## config.mk

```make
export PLATFORM = sky130hd
export DESIGN_NAME = rnsh_fifo
export DESIGN_NICKNAME = d
export VERILOG_FILES = /design/src/rtl/rnsh_pkg.sv /design/src/rtl/rnsh_fifo.sv
export VERILOG_INCLUDE_DIRS = /design/src /design/src/rtl
export SDC_FILE = /design/constraint.sdc
export NUM_CORES = 1
export LEC_CHECK = 0
export BUFFER_PORTS_ARGS = -buffer_cell sky130_fd_sc_hd__buf_2
export CORE_MARGIN = 2
export CORE_UTILIZATION = 55
export CTS_BUF_LIST = sky130_fd_sc_hd__clkbuf_4 sky130_fd_sc_hd__clkbuf_8
export DETAILED_ROUTE_END_ITERATION = 10
export PLACE_DENSITY = 0.82
export SETUP_SLACK_MARGIN = 0.2
export SLEW_MARGIN = 20
export SYNTH_ARGS = -nofsm -noshare
export SYNTH_HDL_FRONTEND = slang
export SYNTH_SLANG_ARGS = --single-unit
```

## constraint.sdc

```tcl
create_clock -name i_clk -period 8.4 [get_ports i_clk]
set_input_delay 2.1 -clock i_clk [delete_from_list [all_inputs] [get_ports i_clk]]
set_output_delay 2.1 -clock i_clk [all_outputs]
set_load 0.05 [all_outputs]
```

## src/rtl/ray_nearest_sphere_hit_macros.svh

```systemverilog
// Assertion macros shared by the nearest sphere hit RTL
`ifndef RAY_NEAREST_SPHERE_HIT_MACROS_SVH
`define RAY_NEAREST_SPHERE_HIT_MACROS_SVH
`ifndef ASSERT_OFF
`define RNSH_ASSERT_IMP(lbl, clk, rstn, a, c) \
    lbl: assert property (@(posedge clk) disable iff (!rstn) (a) |-> (c)) \
        else $error("rnsh assertion failed");
`define RNSH_ASSERT_NXT(lbl, clk, rstn, a, c) \
    lbl: assert property (@(posedge clk) disable iff (!rstn) (a) |=> (c)) \
        else $error("rnsh assertion failed");
`else
`define RNSH_ASSERT_IMP(lbl, clk, rstn, a, c)
`define RNSH_ASSERT_NXT(lbl, clk, rstn, a, c)
`endif
`endif

```

## src/rtl/rnsh_pkg.sv

```systemverilog
// Shared types and constants of the nearest sphere hit block
package rnsh_pkg;
    localparam int INDEX_BITS_DEF = 16;
    localparam int FIFO_DEPTH     = 4;
    localparam int CFG_AW         = 3;
    localparam int CFG_DW         = 32;

    localparam logic [CFG_AW-1:0] CFG_ORG_X = 3'd0;
    localparam logic [CFG_AW-1:0] CFG_ORG_Y = 3'd1;
    localparam logic [CFG_AW-1:0] CFG_ORG_Z = 3'd2;
    localparam logic [CFG_AW-1:0] CFG_DIR_X = 3'd3;
    localparam logic [CFG_AW-1:0] CFG_DIR_Y = 3'd4;
    localparam logic [CFG_AW-1:0] CFG_DIR_Z = 3'd5;
    localparam logic [CFG_AW-1:0] CFG_MAXD  = 3'd6;

    typedef struct packed {
        logic [31:0] org_x;
        logic [31:0] org_y;
        logic [31:0] org_z;
        logic [17:0] dir_x;
        logic [17:0] dir_y;
        logic [17:0] dir_z;
        logic [30:0] max_d;
    } t_cfg;

    typedef struct packed {
        logic        cand;
        logic        last;
        logic [30:0] proj;
        logic [15:0] idx;
        logic [31:0] pt_x;
        logic [31:0] pt_y;
        logic [31:0] pt_z;
        logic [16:0] off_x;
        logic [16:0] off_y;
        logic [16:0] off_z;
    } t_entry;
endpackage

```

## src/rtl/rnsh_fifo.sv

```systemverilog
// Short queue between front and back ends
`include "ray_nearest_sphere_hit_macros.svh"
module rnsh_fifo (
    input  logic             i_clk,
    input  logic             i_rst_n,
    input  logic             i_push,
    input  rnsh_pkg::t_entry i_entry,
    input  logic             i_pop,
    output rnsh_pkg::t_entry o_entry,
    output logic             o_full,
    output logic             o_empty
);
    import rnsh_pkg::*;

    localparam int PW = $clog2(FIFO_DEPTH);

    t_entry        r_mem [FIFO_DEPTH];
    logic [PW-1:0] r_wp, r_rp;
    logic [PW:0]   r_cnt;

    assign o_full  = (r_cnt == (PW+1)'(FIFO_DEPTH));
    assign o_empty = (r_cnt == '0);
    assign o_entry = r_mem[r_rp];

    always_ff @(posedge i_clk) begin
        if (i_push) r_mem[r_wp] <= i_entry;
    end

    always_ff @(posedge i_clk) begin
        if (!i_rst_n) begin
            r_wp  <= '0;
            r_rp  <= '0;
            r_cnt <= '0;
        end else begin
            if (i_push) r_wp <= r_wp + 1'b1;
            if (i_pop) r_rp <= r_rp + 1'b1;
            r_cnt <= r_cnt + (PW+1)'(i_push) - (PW+1)'(i_pop);
        end
    end

    `RNSH_ASSERT_IMP(a_cnt_bound, i_clk, i_rst_n, 1'b1, r_cnt <= (PW+1)'(FIFO_DEPTH))
    `RNSH_ASSERT_IMP(a_no_pop_empty, i_clk, i_rst_n, i_pop, !o_empty)
    `RNSH_ASSERT_IMP(a_no_push_full, i_clk, i_rst_n, i_push, !o_full)
endmodule

```

# Yosys cells after proc, flatten, opt, wreduce, memory -nomap -nowiden
# Memories as Yosys holds them, arrays and structs flattened. A register that Yosys moved wholly into a read port is not among the register bits.
# Cells that the tools add are included.
dict set report totals {
  elab_cells 14
  input_bits 200
  mem_count 1
  reg_bits 7
  mem_bits_rw 784
  out_inout_bits 198
}
dict set report classes {
  muxes 4
  eq_ne 1
  n_reduce_logical 1
  addsub 4
}
# name words word_bits rd rd_clocked_by_memory_dff write_ports line_no
set memory_table {}
lappend memory_table {r_mem 4 196 1 1 1 rnsh_fifo.sv:17} ;# t_entry r_mem [FIFO_DEPTH];
# operator count
set ops {}
lappend ops {{$add 2x1->2 const B} 2}
lappend ops {{$mux 2} 2}
lappend ops {{$add 3x1->3} 1}
lappend ops {{$eq 3x3->1 const B} 1}
lappend ops {{$logic_not 3->1} 1}
lappend ops {{$sub 3x1->3} 1}
lappend ops {{$mux 1} 2}

# Longest topological paths before layout
dict set report logic_depth {
  word_depth 3
  depth_mapped 7
  depth_no_buf 7
}

# Worst setup path after synthesis
# OpenSTA, ideal clock, no wires.
dict set report synth_timing {
  kind {input -> register}
  start {input port i_push}
  end {memory r_mem[0][0] in the netlist's numbering, enable pin}
  required_ps 7820
  setup_slack_ps 1272
  arrival_ps 6548
  setup_ps 580
  path_stages 1
  n_path_buf 0
  cell_sequence {and2_1}
}
dict set report synth_via {
  elab_chain_cells 2
}
# element line_no
set synth_lines {}
lappend synth_lines {{start, declared} rnsh_fifo.sv:6} ;# input logic i_push,
lappend synth_lines {{$mux 1} rnsh_fifo.sv:26} ;# if (i_push) r_mem[r_wp] <= i_entry;
lappend synth_lines {{$mux 1 (not written as such)} rnsh_fifo.sv:26}
lappend synth_lines {{end, declared} rnsh_fifo.sv:17}
# Every way passes these cells.

==> results.toml <==
[drt]
ant_nets = 0
wl_per_cell_um = 23.4
firstDrtPassIters = 5
drt_iter0_markers = 850
route.detailed.drc = 0
wl_mm = 54.4
vias_per_cell = 5.59
vias = 13000

[cts]
cts_tree = "done"
clock-sinks = 793
clkLatencyLatePin_ns = 0.72
cts_resized = 0
cts_hold_buf = 0
htree_levels = 3
cts_setup_buffers = 0
cts_buffer_depth = 3
root_buffer = "clkbuf_8"
cts_made_buffers = 117
clkSlewWorstSetupHoldPaths_ns = 0.06

[critical_path]
rr_startpoint = "r_wp[1]"
path_max_fanout = 105
reg2reg_depth = 4
worstSetupStartpointType = "register"
regToRegSetupSlack_ns = 5.82
endpoint_kind = "output pin"
critPathKind = "reg2out"
required_ns = 6.30
cp.arrival_ns = 3.42
timing.rr.end = "r_mem[1][35]"

[cells_and_area]
seqCellArea_um2 = 23700
area.growth.synth_to_final_pct = 17.1
multi_input_area_um2 = 4660
nNetsFinal = 1759
fin_util = 0.653
drive_gt1_frac = 0.482
fillCellCount = 3249

[yosys]
syn-num-nets = 1274
yosysTopAreaCell = "edfxtp_1"
synthTopCellsByCount = "784 x edfxtp_1, 196 x mux4_2, 21 x buf_2"
synth_top_family_by_area = "multiplexers"
synth_area_leaders = "edfxtp_1 82%, mux4_2 15%, buf_6 0.67%"
synthFlopType = "edfxtp_1"
synth_xor_area_frac = 0.00144
synthesis.area_per_instance_um2 = 26.9
synth_top_area_share = 0.820
synthArstFlopShare = 0
synth-compound-area-share = 0.000523
yosys-mux-area-fraction = 0.154
synth-edff-count = 784
yosys_warnings = 0
yosys_register_bits = 793
syn_area_um2 = 28700
synth_cells = 1067
synth_cell_types = 19
synth_most_common_cell = "edfxtp_1"
ys_seq_area_frac = 0.826
synth-simple-area-share = 0.00261
synthAdderAreaFrac = 0.00331

[power_and_ir_drop]
power_density_nw_per_um2 = 260
peakVddDrop_v = 0.000172
total_power_w = 0.00873
power.leakage_nw = 11.3

[job]
maxCapViolCount = 0

[die]
die_area_um2 = 54100
start_util = 0.558
die_y_um = 233
rows = 83
die_w_um = 233
core_area_um2 = 51500
io_pins = 398

[place]
io_buffers = 397
dp_hpwl_mm = 32.5
place_ws_ns = 3.57
place.gp.congestion = 0.738

[worst_hold_path]
hold_path.class = "reg2reg"
hold_depth = 2
worstHoldStart = "r_rp[1]"

[grt]
grt_use_total = 0.201
grt_antenna_before_repair = 16
grt_max_degree = 138
grt_first_pass_wirelength_mm = 80.9
grt_pass1_vias = 13800
gr-total-overflow = 0

[sta]
worst_clock_skew_ns = 0.0471
holdWs_ns = 0.533
timing.fmax_mhz = 181
tns_ns = 0
finalCritPeriodShare = 0.657
min_period_ns = 5.52
rsz0062_at_grt = "no"
postLayoutSetupSlackWorst_ns = 2.88
timing.slew.headroom = 0.317
setup_viol = 0
worstMarginPinSlew_ns = 1.02
slew_violations = 0
hold_viol_final = 0

[run_status]
outcome = "complete, no violations"
==> cells in the final DEF, fill, tap and decap left out, drive strengths merged <==
cell,count
mux4,196
and2,6
nand3b,1
fa,1
ha,6
edfxtp,784
diode,6
inv,11
bufinv,2
xnor2,2
xor3,1
buf,410
clkinvlp,3
and3,1
a21oi,1
nor3,1
mux2i,1
dfxtp,9
clkbuf,155
a21bo,1
nor2,5
clkinv,42
==> kinds of logic after synthesis <==
kind of cell    count (synthesis)
simple gates                   14
flops                         793
compound gates                  2
fa+ha+maj                       7
buf+inv                        51
mux                           197
xor+xnor                        3
==> stage by stage <==
| step | std cells | area (um2) |
|---|---|---|
| 3_3_place_gp | 2113 | 31400 |
| 3_5_place_dp | 2113 | 31400 |
| 6_report | 2325 | 33600 |
| 5_1_grt | 2323 | 33600 |
| 4_1_cts | 2319 | 33600 |
| 2_1_floorplan | 1067 | 28700 |
==> flip-flops by register name, summed over array words and instances, names as in the netlist, named ones only <==
register,cells
r_mem,784
r_cnt,3
r_rp,2
r_wp,2
==> power breakdown <==
group / switching [W] / internal (W) / leakage [nW] / total (W)
registers: 0.0000627 / 0.00455 / 7.28 / 0.00462
clock network: 0.00136 / 0.00153 / 1.17 / 0.00289
logic: 0.000863 / 0.000359 / 2.86 / 0.00122
total: 0.00229 / 0.00644 / 11.3 / 0.00873
==> worst max-delay path by stage <==
stage | from | to | slack (ns)
after CTS | register | o_entry[19] | 2.75
after floorplan | i_push | r_mem[0][0] | 1.27
after detailed placement | register | o_entry[146] | 3.57
after global routing | register | o_entry[19] | 2.58
final | register | o_entry[19] | 2.88
after global placement | register | o_entry[19] | 3.54
==> metal layers <==
layer  GRT usage  wire length [um]  up-vias
met5           0               134        -
met4      0.0756              1220       22
met2       0.320             27400      474
li1            -                 -     5633
met3      0.0685              4690      101
met1       0.262             20900     6771
==> worst max-delay path, stage by stage (launching register included) <==
cell	delay, ns
dfxtp_4	0.88
buf_12	0.57
mux4_2	0.65
buf_2	0.24
==> area by class of cell <==
cell class	count	share of cell area
inverter	7	0.000781
sequential	793	0.706
antenna	6	0.000446
clock buffer	155	0.0565
clock inverter	51	0.00900
multi-input combinational	223	0.139
timing repair buffer	410	0.0638
tap	680	0.0253
No activity file was read; power rests on OpenSTA's default activity.
